## config.mk

```make
export PLATFORM = sky130hd
export DESIGN_NAME = perforator_char_encoder_top
export DESIGN_NICKNAME = d
export VERILOG_FILES = /design/src/rtl/core/pce_pkg.sv /design/src/rtl/core/pce_translate.sv /design/src/rtl/core/perforator_char_encoder_top.sv
export SDC_FILE = /design/constraint.sdc
export NUM_CORES = 1
export LEC_CHECK = 0
export BUFFER_PORTS_ARGS = -buffer_cell sky130_fd_sc_hd__buf_2
export CORE_UTILIZATION = 50
export CTS_BUF_LIST = sky130_fd_sc_hd__clkbuf_4 sky130_fd_sc_hd__clkbuf_8 sky130_fd_sc_hd__clkbuf_16
export DETAILED_ROUTE_END_ITERATION = 12
export PLACE_DENSITY = 0.8
export SETUP_SLACK_MARGIN = 0.15
export SLEW_MARGIN = 20
export SYNTH_ARGS = -nofsm -noshare
export SYNTH_HDL_FRONTEND = slang
export SYNTH_SLANG_ARGS = --single-unit
export TNS_END_PERCENT = 10
```

## constraint.sdc

```tcl
create_clock -name clk -period 3.4 [get_ports clk]
set_clock_uncertainty 0.05 [all_clocks]
set_input_delay 0.17 -clock clk [delete_from_list [all_inputs] [get_ports clk]]
set_output_delay 0.17 -clock clk [all_outputs]
set_load 0.1 [all_outputs]
```

## src/rtl/core/pce_pkg.sv

```systemverilog
// Package with shared constants, code tables and types of the perforator character encoder.
package pce_pkg;

	// Field widths.
	localparam int CP_W   = 21;
	localparam int CODE_W = 5;

	// Comment nesting limit and the depth counter width that follows from it.
	localparam int MAX_NESTING = 255;
	localparam int DEPTH_W     = $clog2(MAX_NESTING + 1);

	// Number of entries in each shift table.
	localparam int TAB_N = 32;

	// Characters with a special meaning.
	localparam logic [CP_W-1:0] CH_NULL   = 21'h000000;
	localparam logic [CP_W-1:0] CH_OPEN   = 21'h00005B;
	localparam logic [CP_W-1:0] CH_CLOSE  = 21'h00005D;
	localparam logic [CP_W-1:0] CH_BSLASH = 21'h00005C;
	localparam logic [CP_W-1:0] CH_TILDE  = 21'h00007E;

	// Escape followers.
	localparam logic [CP_W-1:0] ESC_CH_P    = 21'h000070;
	localparam logic [CP_W-1:0] ESC_CH_S    = 21'h000073;
	localparam logic [CP_W-1:0] ESC_CH_E    = 21'h000065;
	localparam logic [CP_W-1:0] ESC_CH_STAR = 21'h00002A;
	localparam logic [CP_W-1:0] ESC_CH_H    = 21'h000068;
	localparam logic [CP_W-1:0] ESC_CH_F    = 21'h000066;
	localparam logic [CP_W-1:0] ESC_CH_D    = 21'h000064;

	// Tape codes given by the escape followers.
	localparam logic [CODE_W-1:0] ESC_CODE_P = 5'h1B;
	localparam logic [CODE_W-1:0] ESC_CODE_S = 5'h1D;
	localparam logic [CODE_W-1:0] ESC_CODE_E = 5'h1F;
	localparam logic [CODE_W-1:0] ESC_CODE_H = 5'h02;
	localparam logic [CODE_W-1:0] ESC_CODE_F = 5'h04;
	localparam logic [CODE_W-1:0] ESC_CODE_D = 5'h08;

	// Letter shift characters in code order.
	localparam logic [CP_W-1:0] LETTER_TAB [TAB_N] = '{
		21'h2E, 21'h46, 21'h398, 21'h44, 21'h3A6, 21'h48, 21'h4E, 21'h4D,
		21'h394, 21'h4C, 21'h58, 21'h47, 21'h41, 21'h42, 21'h43, 21'h56,
		21'h50, 21'h51, 21'h57, 21'h45, 21'h52, 21'h54, 21'h59, 21'h55,
		21'h49, 21'h4F, 21'h4A, 21'h3A0, 21'h53, 21'h5A, 21'h4B, 21'h2A
	};

	// Figure shift characters in code order; zero marks an unused slot.
	localparam logic [CP_W-1:0] FIGURE_TAB [TAB_N] = '{
		21'h2E, 21'h00, 21'h40, 21'h2C, 21'h21, 21'h2B, 21'h2D, 21'h27,
		21'h26, 21'h25, 21'h00, 21'h00, 21'h3A, 21'h3F, 21'h28, 21'h29,
		21'h30, 21'h31, 21'h32, 21'h33, 21'h34, 21'h35, 21'h36, 21'h37,
		21'h38, 21'h39, 21'h07, 21'h23, 21'h27, 21'hA7, 21'h28, 21'h2A
	};

	// Outcome of translating one character.
	typedef struct packed {
		logic              hit;
		logic [CODE_W-1:0] code;
		logic              esc_next;
	} pce_xlat_t;

endpackage

```

## src/rtl/core/pce_translate.sv

```systemverilog
// Character to tape code translation: escape handling, case folding and table search.
module pce_translate (
	input  logic [pce_pkg::CP_W-1:0] ch,
	input  logic                     esc_pending,
	output pce_pkg::pce_xlat_t       xlat
);
	import pce_pkg::*;

	logic [CP_W-1:0]   upper_ch;
	logic              letter_hit;
	logic [CODE_W-1:0] letter_idx;
	logic              figure_hit;
	logic [CODE_W-1:0] figure_idx;

	// Fold ASCII lower case and the four Greek small letters to capitals.
	always_comb begin
		if ((ch >= 21'h61 && ch <= 21'h7A) || ch == 21'h3C0 || ch == 21'h3B8 ||
		    ch == 21'h3C6 || ch == 21'h3B4) begin
			upper_ch = ch - 21'h20;
		end else begin
			upper_ch = ch;
		end
	end

	// Search both tables; walking downward leaves the lowest matching slot.
	always_comb begin
		letter_hit = 1'b0;
		letter_idx = '0;
		figure_hit = 1'b0;
		figure_idx = '0;
		for (int i = TAB_N - 1; i >= 0; i--) begin
			if (LETTER_TAB[i] == upper_ch) begin
				letter_hit = 1'b1;
				letter_idx = CODE_W'(i);
			end
			if (FIGURE_TAB[i] != CH_NULL && FIGURE_TAB[i] == ch) begin
				figure_hit = 1'b1;
				figure_idx = CODE_W'(i);
			end
		end
	end

	// Pending escape first, then backslash, dropped null/tilde, letters, figures.
	always_comb begin
		xlat.hit      = 1'b0;
		xlat.code     = '0;
		xlat.esc_next = esc_pending;
		if (esc_pending) begin
			xlat.esc_next = 1'b0;
			xlat.hit      = 1'b1;
			unique case (ch)
				ESC_CH_P:             xlat.code = ESC_CODE_P;
				ESC_CH_S:             xlat.code = ESC_CODE_S;
				ESC_CH_E, ESC_CH_STAR: xlat.code = ESC_CODE_E;
				ESC_CH_H:             xlat.code = ESC_CODE_H;
				ESC_CH_F:             xlat.code = ESC_CODE_F;
				ESC_CH_D:             xlat.code = ESC_CODE_D;
				default:              xlat.hit  = 1'b0;
			endcase
		end else if (ch == CH_BSLASH) begin
			xlat.esc_next = 1'b1;
		end else if (ch == CH_NULL || ch == CH_TILDE) begin
			xlat.hit = 1'b0;
		end else if (letter_hit) begin
			xlat.hit  = 1'b1;
			xlat.code = letter_idx;
		end else if (figure_hit) begin
			xlat.hit  = 1'b1;
			xlat.code = figure_idx;
		end
	end

endmodule

```

## src/rtl/core/perforator_char_encoder_top.sv

```systemverilog
// Top level of the perforator character encoder.
//
// Input channel: in_valid / in_ready carry one beat per character, with the
// Unicode code point and the direct flag. Output channel: out_valid /
// out_ready carry one beat per tape code produced. A character gives zero
// or one tape code; dropped characters produce no output beat.
// Each beat first lands in an input register; the translation and the
// comment and escape state update run combinationally from it and write
// the output register when that register is free, so a tape code passes
// through the input register and then the output register. One beat can
// be taken every cycle while the receiver does not stall.
// When the receiver stalls with a code waiting, the input register holds
// its beat and in_ready falls only once that register is also occupied.
// Reset clears the comment depth, the pending escape and both valid flags;
// no clearing pass is needed.
module perforator_char_encoder_top (
	input  logic                       clk,
	input  logic                       arst_n,
	input  logic                       in_valid,
	output logic                       in_ready,
	input  logic [pce_pkg::CP_W-1:0]   code_point,
	input  logic                       direct,
	output logic                       out_valid,
	input  logic                       out_ready,
	output logic [pce_pkg::CODE_W-1:0] tape_code
);
	import pce_pkg::*;

	logic                valid_s1;
	logic [CP_W-1:0]     cp_s1;
	logic                direct_s1;
	logic                out_valid_q;
	logic [CODE_W-1:0]   tape_code_q;
	logic [DEPTH_W-1:0]  depth_q;
	logic                esc_q;

	logic                out_free;
	logic                advance;
	logic                emit;
	logic [DEPTH_W-1:0]  depth_next;
	logic                esc_next;
	pce_xlat_t           xlat;

	// Handshake: the input register moves on whenever the output register is free.
	assign out_free = !out_valid_q || out_ready;
	assign advance  = valid_s1 && out_free;
	assign in_ready = !valid_s1 || advance;

	pce_translate u_translate (
		.ch          (cp_s1),
		.esc_pending (esc_q),
		.xlat        (xlat)
	);

	// Comment bracket handling on the stream path, then translation.
	always_comb begin
		depth_next = depth_q;
		esc_next   = esc_q;
		emit       = 1'b0;
		if (!direct_s1 && cp_s1 == CH_OPEN) begin
			if (depth_q < DEPTH_W'(MAX_NESTING)) begin
				depth_next = depth_q + 1'b1;
			end
		end else if (!direct_s1 && cp_s1 == CH_CLOSE && depth_q != '0) begin
			depth_next = depth_q - 1'b1;
		end else if (!direct_s1 && depth_q != '0) begin
			emit = 1'b0;
		end else begin
			esc_next = xlat.esc_next;
			emit     = xlat.hit;
		end
	end

	// Input register.
	always_ff @(posedge clk or negedge arst_n) begin
		if (!arst_n) begin
			valid_s1 <= 1'b0;
		end else if (in_ready) begin
			valid_s1 <= in_valid;
		end
	end

	always_ff @(posedge clk) begin
		if (in_ready && in_valid) begin
			cp_s1     <= code_point;
			direct_s1 <= direct;
		end
	end

	// Comment depth and escape state.
	always_ff @(posedge clk or negedge arst_n) begin
		if (!arst_n) begin
			depth_q <= '0;
			esc_q   <= 1'b0;
		end else if (advance) begin
			depth_q <= depth_next;
			esc_q   <= esc_next;
		end
	end

	// Output register.
	always_ff @(posedge clk or negedge arst_n) begin
		if (!arst_n) begin
			out_valid_q <= 1'b0;
		end else if (out_free) begin
			out_valid_q <= advance && emit;
		end
	end

	always_ff @(posedge clk) begin
		if (advance && emit) begin
			tape_code_q <= xlat.code;
		end
	end

	assign out_valid = out_valid_q;
	assign tape_code = tape_code_q;

endmodule
```

==> impl.org <==
** Route
- Total vias in the final route :: about 3.5k
- In the routed layout, each cell is associated on average with a via count of roughly 6.5.
- Wire length reported by the detailed router :: between 9000 and 10000 um
- The count of nets left with antenna violations once routing finished came out at 0.
- The first TritonRoute pass finished after 5 iterations.
- In this run, the number of DRC markers left after iteration 0 of detailed routing was ~440.
- DR DRC count :: 0
- Average detailed-routed wire length per instance :: 18.54 um

** Floorplan
- Starting density of the core :: a little over half
- Chip width :: between 80 and 90 um
- # IOs :: 33
- Core footprint :: approximately 0.0061 mm^2
- The die covers 0.006766 mm^2.
- The floorplan has 28 rows.
- From bottom edge to top edge, the die measures slightly above 80 um.

** CTS
- TritonCTS built the clock tree.
- Inserted Clock Buffers :: 5
- Clock tree synthesis selected as its root buffer the cell sky130_fd_sc_hd__clkbuf_8.
- Buffers from clock root to sink, at most :: 2
- Clock latency on the worst-skew pair :: between 0.2 and 0.3 ns
- CTS saw 38 sinks.
- In this run the number of H-tree levels came out at 2.
- Clock-pin slew was measured on the worst setup and hold paths at 0.07 ns.

** Timing
- Max Freq :: about 270 MHz
- The final count of pins violating max slew came to 0.
- RSZ-0062 raised after global routing :: yes
- Final setup violating endpoints :: 12
- Post-route worst hold slack :: 0.003539 ns
- Worst slew slack as a fraction of its limit :: a little under two fifths
- Least-Margin Pin Slew :: between 0.9 and 1 ns
- Hold violation count in the final report :: 0
- Total negative slack for setup checks :: -2.721 ns
- Final period demand of the worst path :: about 3.7 ns
- In the finished design, the share of the clock period the worst path needs comes to 108.5%.
- Slack of the critical path :: -0.2883 ns

** Synthesis
- The synthesized design contains 38 register bits.
- Sequential cells were found to cover about a third of the synthesized design area.
- Counting distinct cell types in the post-synthesis netlist gives 76.
- Counting flops with a built-in enable in the synthesized netlist gives 27.
- Biggest area consumer among synthesized cells :: sky130_fd_sc_hd__edfxtp_1
- Area contributors post-synth :: sky130_fd_sc_hd__edfxtp_1 25%, sky130_fd_sc_hd__dfrtp_1 8.5%, sky130_fd_sc_hd__nor2_1 4.9%, sky130_fd_sc_hd__a21oi_1 3.4%, sky130_fd_sc_hd__nand2_1 3.4%
- The synthesized netlist occupies a cell area of around 0.0032 mm^2.
- By instance count, the leading cell after synthesis is sky130_fd_sc_hd__nor2_1.
- Synthesized netlist net count :: 406
- Dominant register cell in the synthesized netlist :: sky130_fd_sc_hd__edfxtp_1
- The top cell type by area accounts for roughly 25% of the synthesized area.
- The cell count after synthesis came out at between 300 and 400.
- Counting instances in the post-synthesis netlist gives the leading cell types as 42 x sky130_fd_sc_hd__nor2_1, 29 x sky130_fd_sc_hd__nand2_1, 27 x sky130_fd_sc_hd__edfxtp_1.
- Number of synthesis warnings :: 0
- Of all flip-flops after synthesis, the portion carrying an async set or reset was 28.95%.
- Avg Synthesized Cell Area :: ~8.7 um^2

** Setup path
- Crit path max fanout :: 5
- Arr. time, crit path :: between 3 and 4 ns
- STA classifies the critical path endpoint as a flip-flop.
- Worst R2R Start :: cp_s1[13]
- The setup path with the least slack is of type reg -> reg.
- Startpoint type of the worst setup path :: flip-flop
- STA puts the critical path data required time at between 3 and 4 ns.
- The critical path starts at cp_s1[13].

** Placed design
- Detailed placement finished with a half-perimeter wire length of 6746 um.
- Cell area reported after detailed placement :: between 0.003 and 0.004 mm^2
- Buffers placed on the I/O ports in this run total 32.
- Weighted congestion reported at the end of routability-driven placement :: 1.048
- Post-placement worst setup slack :: -0.2987 ns
- Once placement completed, the tool counted placed cells totaling 505.

** Global routing
- Via count of the first global-routing pass :: ~3.3k
- GRT Total Usage :: 30.15%
- Antenna violations before repair :: 0
- Overflow after GRT :: 0
- The first global-routing pass estimated 15320 um of wire.
- Pin count of the biggest net entering global routing :: 37

** Finish
- At the end of the flow the core is filled with cells to about 68%.
- Post-layout nets :: just under 500
- Non-filler instance count after layout :: 533
- Relative to the synthesized area, the layout overhead comes to 28.36%.
- Summing all non-filler instances in the final layout gives an area of just over 0.004 mm^2.
- The post-route netlist has about 28% of its cells at a drive strength greater than 1.
- Antenna diode count :: 0

** Outcome
- Result of the run :: finished with violations
- Violations in the final reports :: negative setup slack

** Power
- The worst-case IR drop observed on VDD is 0.0002508 V.
- For this design the ratio of total power to cell area is 277.1 mW/mm^2.
- Total power for the finished layout comes to 1.146 mW.
- Summed over all cells, the static leakage comes to approximately 1.6 nW.

** Worst hold path
- Class of the most critical hold timing path :: in -> reg
- The startpoint identified for the worst hold timing path is code_point[12].

** Run
- MaxCap Viol Count :: 0
state kept, by name, indices dropped and copies added, names as in the netlist:
signal     flops
tape_code      5
direct_s1      1
valid_s1       1
cp_s1         21
depth_q        8
out_valid      1
esc_q          1
cells by family (layout without fill, tap and decap cells):
| family | Yosys count | after routing | synth area share, % |
|---|---|---|---|
| AOI/OAI and AO/OA | 98 | 98 | 22.26 |
| xor gates and xnor gates | 13 | 13 | 3.535 |
| muxes | 8 | 8 | 2.797 |
| adders and majority gates | 9 | 9 | 3.730 |
| buffers and inverters | 34 | 121 | 4.584 |
| DFF | 38 | 38 | 33.72 |
| and+or+nand+nor | 171 | 171 | 29.37 |
timing repair:
item / 4_1_cts / 5_1_grt
setup buffers: 1 / 3
hold buffers: 5 / 11
pin swaps: 4 / 2
endpoints found under the hold margin: 15 / 11
gates resized for setup: 6 / 4
setup endpoints to repair: 12 / 15
worst max-delay path, stage by stage (launching register included):
cell and delay, ns:
sky130_fd_sc_hd__edfxtp_1 0.40, sky130_fd_sc_hd__or4_4 0.55, sky130_fd_sc_hd__or4_4 0.55, sky130_fd_sc_hd__buf_4 0.17
sky130_fd_sc_hd__a2111oi_4 0.32, sky130_fd_sc_hd__or2_4 0.19, sky130_fd_sc_hd__a41oi_4 0.17, sky130_fd_sc_hd__nor3_2 0.27
sky130_fd_sc_hd__nand4bb_1 0.19, sky130_fd_sc_hd__buf_4 0.15, sky130_fd_sc_hd__o31ai_4 0.07, sky130_fd_sc_hd__a21o_1 0.20
sky130_fd_sc_hd__inv_2 0.11
where the power goes:
| group | switching [mW] | internal (mW) |
|---|---|---|
| logic | 0.164 | 0.113 |
| registers | 0.0192 | 0.522 |
| clock network | 0.156 | 0.172 |
| total | 0.340 | 0.806 |
layout make-up:
cell class	count	area, um^2
multi-input cells	299	2072
fillers	473	1927
flip-flops and latches	38	1086
repair buffers	104	753.2
well taps	75	93.84
clock buffers	7	90.09
inverters	9	33.78
clock inverters	1	5.005
cell usage in the layout (no fill, tap or decap), types with 3 or more instances in the layout:
cell type | netlist | routed
sky130_fd_sc_hd__and3_1 | 5 | 5
sky130_fd_sc_hd__or4_4 | 3 | 4
sky130_fd_sc_hd__xnor2_1 | 7 | 7
sky130_fd_sc_hd__ha_1 | 8 | 8
sky130_fd_sc_hd__nand2_1 | 29 | 29
sky130_fd_sc_hd__or4_1 | 4 | 3
sky130_fd_sc_hd__clkbuf_8 | 0 | 6
sky130_fd_sc_hd__o211ai_1 | 6 | 6
sky130_fd_sc_hd__nor2b_1 | 6 | 6
sky130_fd_sc_hd__nand3_1 | 12 | 12
sky130_fd_sc_hd__mux2_2 | 4 | 3
sky130_fd_sc_hd__buf_4 | 0 | 55
sky130_fd_sc_hd__a32oi_1 | 4 | 4
sky130_fd_sc_hd__o21ai_0 | 18 | 18
sky130_fd_sc_hd__dfrtp_1 | 11 | 11
sky130_fd_sc_hd__buf_2 | 3 | 32
sky130_fd_sc_hd__xor2_1 | 6 | 6
sky130_fd_sc_hd__a21oi_1 | 22 | 21
sky130_fd_sc_hd__or3_1 | 4 | 4
sky130_fd_sc_hd__o22ai_1 | 6 | 5
sky130_fd_sc_hd__a2111oi_0 | 3 | 3
sky130_fd_sc_hd__inv_1 | 8 | 7
sky130_fd_sc_hd__nor2_1 | 42 | 42
sky130_fd_sc_hd__a31oi_1 | 6 | 6
sky130_fd_sc_hd__dlygate4sd3_1 | 0 | 16
sky130_fd_sc_hd__nand3b_1 | 4 | 4
sky130_fd_sc_hd__edfxtp_1 | 27 | 27
sky130_fd_sc_hd__nand4_1 | 11 | 11
sky130_fd_sc_hd__nor4_1 | 5 | 5
sky130_fd_sc_hd__nor3_1 | 15 | 15
sky130_fd_sc_hd__nand2b_1 | 12 | 12
sky130_fd_sc_hd__o21bai_1 | 3 | 3
worst paths after layout:
path	slack (ns)	endpoint	cells past startpoint
worst min register to register	0.46	depth_q[7]	1
max in group asynchronous	2.87	esc_q	2
min in group asynchronous	0.22	depth_q[0]	2
worst min-delay path	0.004	cp_s1[12]	1
worst max-delay path	-0.29	tape_code[3]	12
worst max register to register	-0.29	tape_code[3]	12
metal layers:
metal  track usage, %  routed length [um]  vias up  share of wire, %
met3            6.044                 840       57               8.5
met4            17.19                 461        0               4.7
met2            49.26                4699      228                48
met5                0                   0        -                 0
li1                 -                   -     1584                 -
met1            36.96                3879     1597                39
Note: power is estimated with default switching activity, not from simulation.
